[src/rtl/grti_pkg.sv]
`default_nettype none

package grti_pkg;

    localparam int DATA_W    = 16;
    localparam int RATE_W    = 18;
    localparam int SUM_W     = RATE_W + 1;
    localparam int ANGLE_W   = 36;
    localparam int ACC_EXT_W = ANGLE_W + 1;
    localparam int CFG_IDX_W = 2;

    localparam int IN_TDATA_W  = 4 * DATA_W;
    localparam int OUT_TDATA_W = 112;

    localparam int QUEUE_DEPTH = 4;

    // 180 degrees in angle units
    localparam logic signed [ACC_EXT_W-1:0] HALF_TURN     = 37'sd23592960000;
    localparam logic signed [ACC_EXT_W-1:0] NEG_HALF_TURN = -37'sd23592960000;
    // 0.5 degree in angle units
    localparam logic signed [ANGLE_W-1:0]   TILT_LIMIT     = 36'sd65536000;
    localparam logic signed [ANGLE_W-1:0]   NEG_TILT_LIMIT = -36'sd65536000;

    localparam logic [DATA_W-1:0] DEADBAND_RESET = 16'd5;

    typedef enum logic [CFG_IDX_W-1:0] {
        REG_OFFSET_X,
        REG_OFFSET_Y,
        REG_OFFSET_Z,
        REG_DEADBAND
    } t_reg_idx;

    typedef enum logic [1:0] {
        ZONE_LEVEL,
        ZONE_ABOVE,
        ZONE_BELOW,
        ZONE_EDGE
    } t_zone;

    typedef struct packed {
        logic signed [RATE_W-1:0] rate_x;
        logic signed [RATE_W-1:0] rate_y;
        logic signed [RATE_W-1:0] rate_z;
        logic [DATA_W-1:0]        elapsed_us;
    } t_item;

endpackage

`default_nettype wire

[src/rtl/gyro_rate_trapezoid_integrator_core.sv]
// channel  dir  bits  contents (lowest bit first)
// s_axis   in   64    rate_x_raw, rate_y_raw, rate_z_raw, elapsed_us
// m_axis   out  112   angle_x, angle_y, angle_z, tilt_zone_z, 2 zero bits
// cfg      in   2+16  register index, write data (no read-back)
//
// one beat per cycle unless m_axis stalls, set by the back end's accumulate-and-wrap loop
// a beat is registered in the queue, the product stage, then the accumulators
// a QUEUE_DEPTH-entry queue holds input beats until full while the output is stalled
// synchronous active-low reset clears angles, previous rates, offsets, deadband to 5
`default_nettype none

module gyro_rate_trapezoid_integrator_core #(
    parameter int QUEUE_DEPTH = grti_pkg::QUEUE_DEPTH
) (
    input  wire logic                                i_clk,
    input  wire logic                                i_rst_n,
    input  wire logic                                s_axis_tvalid,
    output logic                                     s_axis_tready,
    // rate_x_raw[15:0], rate_y_raw[31:16], rate_z_raw[47:32], elapsed_us[63:48]
    input  wire logic [grti_pkg::IN_TDATA_W-1:0]     s_axis_tdata,
    output logic                                     m_axis_tvalid,
    input  wire logic                                m_axis_tready,
    // angle_x[35:0], angle_y[71:36], angle_z[107:72], tilt_zone_z[109:108], zero[111:110]
    output logic [grti_pkg::OUT_TDATA_W-1:0]         m_axis_tdata,
    input  wire logic                                i_cfg_we,
    input  wire logic [grti_pkg::CFG_IDX_W-1:0]      i_cfg_idx,
    input  wire logic [grti_pkg::DATA_W-1:0]         i_cfg_data
);

    grti_pkg::t_item                       front_item;
    grti_pkg::t_item                       head_item;
    logic                                  head_valid;
    logic                                  head_pop;
    logic signed [grti_pkg::ANGLE_W-1:0]   angle_x, angle_y, angle_z;
    grti_pkg::t_zone                       zone_z;

    grti_front u_front (
        .i_clk      (i_clk),
        .i_rst_n    (i_rst_n),
        .i_cfg_we   (i_cfg_we),
        .i_cfg_idx  (i_cfg_idx),
        .i_cfg_data (i_cfg_data),
        .i_tdata    (s_axis_tdata),
        .o_item     (front_item)
    );

    grti_queue #(
        .DEPTH (QUEUE_DEPTH)
    ) u_queue (
        .i_clk   (i_clk),
        .i_rst_n (i_rst_n),
        .i_push  (s_axis_tvalid),
        .i_item  (front_item),
        .o_ready (s_axis_tready),
        .i_pop   (head_pop),
        .o_item  (head_item),
        .o_valid (head_valid)
    );

    grti_back u_back (
        .i_clk        (i_clk),
        .i_rst_n      (i_rst_n),
        .i_item       (head_item),
        .i_item_valid (head_valid),
        .o_pop        (head_pop),
        .o_out_valid  (m_axis_tvalid),
        .i_out_ready  (m_axis_tready),
        .o_angle_x    (angle_x),
        .o_angle_y    (angle_y),
        .o_angle_z    (angle_z),
        .o_zone       (zone_z)
    );

    assign m_axis_tdata = {2'b00, zone_z, angle_z, angle_y, angle_x};

endmodule

`default_nettype wire

[src/rtl/grti_front.sv]
`default_nettype none

module grti_front (
    input  wire logic                              i_clk,
    input  wire logic                              i_rst_n,
    input  wire logic                              i_cfg_we,
    input  wire logic [grti_pkg::CFG_IDX_W-1:0]    i_cfg_idx,
    input  wire logic [grti_pkg::DATA_W-1:0]       i_cfg_data,
    input  wire logic [grti_pkg::IN_TDATA_W-1:0]   i_tdata,
    output grti_pkg::t_item                        o_item
);

    logic signed [grti_pkg::DATA_W-1:0] r_offset_x;
    logic signed [grti_pkg::DATA_W-1:0] r_offset_y;
    logic signed [grti_pkg::DATA_W-1:0] r_offset_z;
    logic [grti_pkg::DATA_W-1:0]        r_deadband;

    // raw minus offset, zeroed inside the deadband
    function automatic logic signed [grti_pkg::RATE_W-1:0] clean_rate(
        input logic [grti_pkg::DATA_W-1:0]        raw,
        input logic signed [grti_pkg::DATA_W-1:0] off,
        input logic [grti_pkg::DATA_W-1:0]        db
    );
        logic signed [grti_pkg::RATE_W-1:0] r;
        logic signed [grti_pkg::RATE_W-1:0] neg_r;
        logic [grti_pkg::DATA_W:0]          mag;
        r     = $signed({{2{raw[grti_pkg::DATA_W-1]}}, raw})
              - $signed({{2{off[grti_pkg::DATA_W-1]}}, off});
        neg_r = -r;
        mag   = r[grti_pkg::RATE_W-1] ? neg_r[grti_pkg::DATA_W:0] : r[grti_pkg::DATA_W:0];
        if (mag < {1'b0, db}) begin
            r = '0;
        end
        return r;
    endfunction

    always_ff @(posedge i_clk) begin
        if (!i_rst_n) begin
            r_offset_x <= '0;
            r_offset_y <= '0;
            r_offset_z <= '0;
            r_deadband <= grti_pkg::DEADBAND_RESET;
        end else if (i_cfg_we) begin
            case (grti_pkg::t_reg_idx'(i_cfg_idx))
                grti_pkg::REG_OFFSET_X: r_offset_x <= $signed(i_cfg_data);
                grti_pkg::REG_OFFSET_Y: r_offset_y <= $signed(i_cfg_data);
                grti_pkg::REG_OFFSET_Z: r_offset_z <= $signed(i_cfg_data);
                grti_pkg::REG_DEADBAND: r_deadband <= i_cfg_data;
                default: ;
            endcase
        end
    end

    always_comb begin
        o_item.rate_x     = clean_rate(i_tdata[15:0],  r_offset_x, r_deadband);
        o_item.rate_y     = clean_rate(i_tdata[31:16], r_offset_y, r_deadband);
        o_item.rate_z     = clean_rate(i_tdata[47:32], r_offset_z, r_deadband);
        o_item.elapsed_us = i_tdata[63:48];
    end

endmodule

`default_nettype wire

[src/rtl/grti_queue.sv]
`default_nettype none

module grti_queue #(
    parameter int DEPTH = grti_pkg::QUEUE_DEPTH
) (
    input  wire logic       i_clk,
    input  wire logic       i_rst_n,
    input  wire logic       i_push,
    input  wire grti_pkg::t_item i_item,
    output logic            o_ready,
    input  wire logic       i_pop,
    output grti_pkg::t_item o_item,
    output logic            o_valid
);

    localparam int AW = $clog2(DEPTH);
    localparam int CW = $clog2(DEPTH + 1);

    grti_pkg::t_item  r_mem [DEPTH];
    logic [AW-1:0]    r_wr_ptr;
    logic [AW-1:0]    r_rd_ptr;
    logic [CW-1:0]    r_count;
    logic [CW-1:0]    n_count;
    logic             do_push;
    logic             do_pop;

    assign o_ready = (r_count != CW'(DEPTH));
    assign o_valid = (r_count != '0);
    assign do_push = i_push && o_ready;
    assign do_pop  = i_pop && o_valid;
    assign o_item  = r_mem[r_rd_ptr];

    always_comb begin
        n_count = r_count;
        case ({do_push, do_pop})
            2'b10:   n_count = r_count + 1'b1;
            2'b01:   n_count = r_count - 1'b1;
            default: n_count = r_count;
        endcase
    end

    always_ff @(posedge i_clk) begin
        if (!i_rst_n) begin
            r_wr_ptr <= '0;
            r_rd_ptr <= '0;
            r_count  <= '0;
        end else begin
            r_count <= n_count;
            if (do_push) begin
                r_wr_ptr <= r_wr_ptr + 1'b1;
            end
            if (do_pop) begin
                r_rd_ptr <= r_rd_ptr + 1'b1;
            end
        end
    end

    always_ff @(posedge i_clk) begin
        if (do_push) begin
            r_mem[r_wr_ptr] <= i_item;
        end
    end

endmodule

`default_nettype wire

[src/rtl/grti_back.sv]
`default_nettype none

module grti_back (
    input  wire logic                                 i_clk,
    input  wire logic                                 i_rst_n,
    input  wire grti_pkg::t_item                      i_item,
    input  wire logic                                 i_item_valid,
    output logic                                      o_pop,
    output logic                                      o_out_valid,
    input  wire logic                                 i_out_ready,
    output logic signed [grti_pkg::ANGLE_W-1:0]       o_angle_x,
    output logic signed [grti_pkg::ANGLE_W-1:0]       o_angle_y,
    output logic signed [grti_pkg::ANGLE_W-1:0]       o_angle_z,
    output grti_pkg::t_zone                           o_zone
);

    // product stage
    logic                                   r_a_valid;
    logic signed [grti_pkg::ANGLE_W-1:0]    r_prod_x, r_prod_y, r_prod_z;
    logic signed [grti_pkg::RATE_W-1:0]     r_prev_x, r_prev_y, r_prev_z;
    // accumulators double as the output register
    logic                                   r_out_valid;
    logic signed [grti_pkg::ANGLE_W-1:0]    r_acc_x, r_acc_y, r_acc_z;

    logic signed [grti_pkg::ANGLE_W-1:0]    n_prod_x, n_prod_y, n_prod_z;
    logic signed [grti_pkg::ANGLE_W-1:0]    n_acc_x, n_acc_y, n_acc_z;
    logic                                   out_free;
    logic                                   a_free;
    logic                                   a_move;

    // (rate + prev) * elapsed, exact in 36 bits
    function automatic logic signed [grti_pkg::ANGLE_W-1:0] trap_step(
        input logic signed [grti_pkg::RATE_W-1:0] prev,
        input logic signed [grti_pkg::RATE_W-1:0] rate,
        input logic [grti_pkg::DATA_W-1:0]        dt
    );
        logic signed [grti_pkg::SUM_W-1:0]    sum;
        logic signed [grti_pkg::DATA_W:0]     dt_s;
        logic signed [grti_pkg::ANGLE_W-1:0]  sum_w;
        logic signed [grti_pkg::ANGLE_W-1:0]  dt_w;
        sum   = $signed({prev[grti_pkg::RATE_W-1], prev})
              + $signed({rate[grti_pkg::RATE_W-1], rate});
        dt_s  = $signed({1'b0, dt});
        sum_w = grti_pkg::ANGLE_W'(sum);
        dt_w  = grti_pkg::ANGLE_W'(dt_s);
        return sum_w * dt_w;
    endfunction

    // add and fold once into the open half-turn range, sign kept
    function automatic logic signed [grti_pkg::ANGLE_W-1:0] wrap_add(
        input logic signed [grti_pkg::ANGLE_W-1:0] acc,
        input logic signed [grti_pkg::ANGLE_W-1:0] prod
    );
        logic signed [grti_pkg::ACC_EXT_W-1:0] s;
        s = grti_pkg::ACC_EXT_W'(acc) + grti_pkg::ACC_EXT_W'(prod);
        if (s >= grti_pkg::HALF_TURN) begin
            s = s - grti_pkg::HALF_TURN;
        end else if (s <= grti_pkg::NEG_HALF_TURN) begin
            s = s + grti_pkg::HALF_TURN;
        end
        return s[grti_pkg::ANGLE_W-1:0];
    endfunction

    assign out_free = !r_out_valid || i_out_ready;
    assign a_free   = !r_a_valid || out_free;
    assign a_move   = r_a_valid && out_free;
    assign o_pop    = i_item_valid && a_free;

    always_comb begin
        n_prod_x = trap_step(r_prev_x, i_item.rate_x, i_item.elapsed_us);
        n_prod_y = trap_step(r_prev_y, i_item.rate_y, i_item.elapsed_us);
        n_prod_z = trap_step(r_prev_z, i_item.rate_z, i_item.elapsed_us);
        n_acc_x  = wrap_add(r_acc_x, r_prod_x);
        n_acc_y  = wrap_add(r_acc_y, r_prod_y);
        n_acc_z  = wrap_add(r_acc_z, r_prod_z);
    end

    always_ff @(posedge i_clk) begin
        if (!i_rst_n) begin
            r_a_valid   <= 1'b0;
            r_prev_x    <= '0;
            r_prev_y    <= '0;
            r_prev_z    <= '0;
            r_out_valid <= 1'b0;
            r_acc_x     <= '0;
            r_acc_y     <= '0;
            r_acc_z     <= '0;
        end else begin
            if (o_pop) begin
                r_a_valid <= 1'b1;
                r_prev_x  <= i_item.rate_x;
                r_prev_y  <= i_item.rate_y;
                r_prev_z  <= i_item.rate_z;
            end else if (a_move) begin
                r_a_valid <= 1'b0;
            end
            if (a_move) begin
                r_out_valid <= 1'b1;
                r_acc_x     <= n_acc_x;
                r_acc_y     <= n_acc_y;
                r_acc_z     <= n_acc_z;
            end else if (i_out_ready) begin
                r_out_valid <= 1'b0;
            end
        end
    end

    always_ff @(posedge i_clk) begin
        if (o_pop) begin
            r_prod_x <= n_prod_x;
            r_prod_y <= n_prod_y;
            r_prod_z <= n_prod_z;
        end
    end

    always_comb begin
        if (r_acc_z > grti_pkg::TILT_LIMIT) begin
            o_zone = grti_pkg::ZONE_ABOVE;
        end else if (r_acc_z < grti_pkg::NEG_TILT_LIMIT) begin
            o_zone = grti_pkg::ZONE_BELOW;
        end else if (r_acc_z == grti_pkg::TILT_LIMIT || r_acc_z == grti_pkg::NEG_TILT_LIMIT) begin
            o_zone = grti_pkg::ZONE_EDGE;
        end else begin
            o_zone = grti_pkg::ZONE_LEVEL;
        end
    end

    assign o_out_valid = r_out_valid;
    assign o_angle_x   = r_acc_x;
    assign o_angle_y   = r_acc_y;
    assign o_angle_z   = r_acc_z;

`ifndef ASSERT_OFF
    a_acc_in_range: assert property (@(posedge i_clk) disable iff (!i_rst_n)
        (grti_pkg::ACC_EXT_W'(r_acc_z) < grti_pkg::HALF_TURN)
        && (grti_pkg::ACC_EXT_W'(r_acc_z) > grti_pkg::NEG_HALF_TURN))
        else $error("z accumulator left the half-turn range");

    a_prev_follows_pop: assert property (@(posedge i_clk) disable iff (!i_rst_n)
        o_pop |=> (r_prev_x == $past(i_item.rate_x)) && r_a_valid)
        else $error("previous rate not taken from popped beat");

    a_acc_holds_in_stall: assert property (@(posedge i_clk) disable iff (!i_rst_n)
        (r_out_valid && !i_out_ready) |=> $stable(r_acc_x) && $stable(r_acc_z))
        else $error("accumulator changed while result stalled");

    a_stage_moves: assert property (@(posedge i_clk) disable iff (!i_rst_n)
        a_move |=> r_out_valid)
        else $error("product stage drained without a result");
`endif

endmodule

`default_nettype wire
[config.mk]
export PLATFORM = sky130hd
export DESIGN_NAME = gyro_rate_trapezoid_integrator_core
export DESIGN_NICKNAME = d
export VERILOG_FILES = /design/src/rtl/grti_pkg.sv /design/src/rtl/gyro_rate_trapezoid_integrator_core.sv /design/src/rtl/grti_front.sv /design/src/rtl/grti_queue.sv /design/src/rtl/grti_back.sv
export SDC_FILE = /design/constraint.sdc
export NUM_CORES = 2
export LEC_CHECK = 0
export CAP_MARGIN = 0
export CORE_UTILIZATION = 55
export CTS_BUF_LIST = sky130_fd_sc_hd__clkbuf_2 sky130_fd_sc_hd__clkbuf_4 sky130_fd_sc_hd__clkbuf_8
export DETAILED_ROUTE_END_ITERATION = 6
export DONT_BUFFER_PORTS = 1
export GPL_TIMING_DRIVEN = 0
export HOLD_SLACK_MARGIN = 0.15
export PLACE_DENSITY = 0.66
export SYNTH_ARGS = -nofsm -noshare
export SYNTH_HDL_FRONTEND = slang
export SYNTH_HIERARCHICAL = 1
export SYNTH_SLANG_ARGS = --single-unit
[constraint.sdc]
create_clock -name i_clk -period 20.8 [get_ports i_clk]
set_input_delay 4.16 -clock i_clk [delete_from_list [all_inputs] [get_ports i_clk]]
set_output_delay 4.16 -clock i_clk [all_outputs]
set_load 0.01 [all_outputs]
==> metrics.yaml <==
run_status:
  status: "finished with violations"
  violations: "DRC, capacitance limit, slew limit"
clocking:
  clk_latency_ns: 0.88
  root_buffer: "clkbuf_8"
  cts_tree: "done"
  cts_resized: 0
  postCtsHoldBufs: 0
  post_cts_buffers: 0
  numCtsBuffers: 111
  clk_pin_slew_ns: 0.06
  htree_levels: 3
  clk_path_buf_depth: 3
  clock_sinks: 625
floorplan:
  core_region_area_mm2: 0.132
  io_pins: 201
  rows: 133
  die_w_um: 366
  fp.dieH_um: 366
  start_util_pct: 55.5
  die-area_mm2: 0.134
grt:
  grt_use_total_pct: 32.0
  grt_pass1_wl_um: 328000
  antenna_found_initial: 11
  grt_pass1_vias: 56000
  grt_start_max_net_pins: 68
  overflow: 0
synthesis:
  synth_mux_area_share_pct: 2.49
  ys_seq_area_share_pct: 22.5
  synth_top_family_by_area: "adder cells"
  synth-simple-area-share_pct: 15.9
  yosys_warnings: 6
  ys_types: 117
  synth_adder_area_share_pct: 34.6
  syn_area_mm2: 0.0730
  synth_edf_count: 388
  yosys_most_used_dff: "edfxtp_1"
  synth_compound_area_share_pct: 11.7
  async_flop_share_pct: 0
  syn_inst: 7823
  ys_ff_latch: 625
  syn_area_per_cell_um2: 9.34
  synth-xor-area-share_pct: 4.11
detailed_routing:
  avgRoutedWirePerCell_um: 21.8
  drcViolationCount: 4
  detail_route.vias_per_cell: 5.69
  drt_first_iter_violations: 4707
  dr.pass1.iters: 7
  routed_wl_um: 213000
  vias: 55700
  antenna_left: 0
timing:
  layout_min_cycle_time_ns: 12.69
  final.setup.tns_ns: 0
  fin_crit_sh_pct: 61.0
  rsz0062_at_grt: "false"
  worst_pin_slew_ns: 1.51
  slew_headroom_pct: -0.726
  clock.fmax_mhz: 78.8
  setup_viol: 0
  timing_hold_violations_final: 0
  skew_ns: 0.0891
  final-max-slew-violation-count: 11
min_path:
  hold_path_class: "reg -> reg"
critical_path:
  crit_buf_inv: 7
  cp_data_required_time_ns: 21.29
  startpoint_type: "register"
  end_kind: "register"
  crit_family: "compound AO/OA/AOI/OAI gates"
  slowest_stage: "xnor2_1"
  critPathMaxStageDelay_ns: 0.73
  crit_arrival_ns: 13.18
  path_class: "reg -> reg"
  path_max_fanout: 10
  crit_top_cell: "fa_1"
place:
  portBuffers: 0
  place_hpwl_um: 174000
  place.gp.congestion: 1.01
cells_and_area:
  area_growth_syn_to_layout_pct: 6.83
  nNetsFinal: 9490
  drive_above_1_share_pct: 5.16
  final_common_cell: "inv_1"
  final_cell_mix: "inv_1 (1294), nand2_1 (1082), fa_1 (914)"
run:
  drv_cap: 1
-- cells in the mapped netlist, drive strengths merged (14+ instances only) --
cell type / count / area [um2]
a21o: 130 / 976
o21a: 66 / 495
and2: 440 / 2750
clkbuf: 278 / 1040
dfxtp: 237 / 4740
nor3: 91 / 455
a21oi: 295 / 1480
o2111ai: 18 / 164
o31a: 15 / 131
nand4: 44 / 282
and3: 54 / 338
nand3: 101 / 505
or2: 20 / 128
nor3b: 22 / 176
buf: 56 / 444
xor2: 83 / 734
and4: 14 / 123
o211a: 21 / 210
inv: 1295 / 4860
fa: 914 / 18300
nor4: 28 / 230
a211oi: 37 / 303
nand2: 1082 / 4060
edfxtp: 388 / 11700
o31ai: 23 / 178
nor2: 308 / 1160
a31oi: 27 / 175
mux4: 70 / 1580
ha: 547 / 6840
xnor2: 256 / 2270
mux2i: 16 / 160
o211ai: 25 / 188
o21ai: 213 / 1070
nand2b: 41 / 257
o21bai: 46 / 345
or3: 35 / 219
a211o: 15 / 131
nor2b: 82 / 513
or4: 16 / 124
a21boi: 176 / 1330
o22ai: 15 / 113
-- cell families (layout without fill, tap and decap cells) --
group,Yosys count,in the layout
and+or+nand+nor,2414,2414
AOI/OAI and AO/OA,1249,1249
DFF,625,625
adders and majority gates,1473,1473
xor gates and xnor gates,339,339
muxes,93,93
buffers and inverters,1629,1844
other,1,10
-- layout make-up --
type | instances | area (um2)
clock buffers | 156 | 1970
repair buffers | 5 | 130
clock inverters | 54 | 654
well taps | 1755 | 2200
flip-flops and latches | 625 | 16400
inverters | 1295 | 4860
plain buffers | 334 | 1490
fillers | 11700 | 53600
diodes | 8 | 20.0
multi-input cells | 5570 | 50300
-- worst reg2reg max path: cells and delay by family, from the launching register on --
family / cells / cell delay, ns
adder cells (fa/ha/maj): 9 / 4.04
buffers and inverters: 7 / 1.58
AND/OR/NAND/NOR: 3 / 0.42
multiplexers: 1 / 0.42
AO/OA/AOI/OAI: 21 / 4.45
XOR/XNOR: 2 / 1.13
flip-flops: 1 / 0.30
-- metal layers --
layer	vias up	share of wire, %	wire length, um	GRT usage, %
li1	25800	-	-	-
met2	2136	45	95300	50.7
met3	433	8.2	17400	6.36
met5	-	0.016	35	0
met1	27400	42	90300	42.8
met4	6	4.8	10200	13.7
-- path summary, 6_finish.rpt --
kind	slack, ns	start	endpoint	cells after the start
setup reg to reg	8.11	register	u_back/r_prod_z[35]	43
setup / recovery	8.11	register	u_back/r_prod_z[35]	43
hold / removal	0.46	u_front/r_deadband[12]	u_front/r_deadband[12]	2
hold reg to reg	0.46	u_front/r_deadband[12]	u_front/r_deadband[12]	2
-- flip-flops by register name, indices dropped and copies added (netlist names), named ones only --
register and count:
u_queue/r_mem 280, u_back/o_angle_x 36, u_back/o_angle_y 36, u_back/o_angle_z 36, u_back/r_prod_x 36, u_back/r_prod_y 36, u_back/r_prod_z 36, u_back/r_prev_x 18
u_back/r_prev_y 18, u_back/r_prev_z 18, u_front/r_deadband 16, u_front/r_offset_x 16, u_front/r_offset_y 16, u_front/r_offset_z 16, u_queue/r_count 3, u_queue/r_rd_ptr 2
u_queue/r_wr_ptr 2, u_back/o_out_valid 1, u_back/r_a_valid 1
-- per-stage QoR --
stage / hold slack (ns) / worst slack, ns / util, % / cells / area [um2]
after global routing: 0.483 / 7.37 / 59.3 / 9797 / 78000
after CTS: 0.466 / 8.25 / 59.3 / 9794 / 78000
after global placement: 0.449 / 8.58 / 57.2 / 9579 / 75200
final: 0.462 / 8.11 / 59.3 / 9802 / 78000
after floorplan: 0.443 / 10.72 / - / 7824 / 73000
after detailed placement: 0.458 / 8.37 / 57.3 / 9584 / 75400
Power is not shown: default switching activity piles up to over one toggle a cycle in this logic, so the estimate is an artifact.
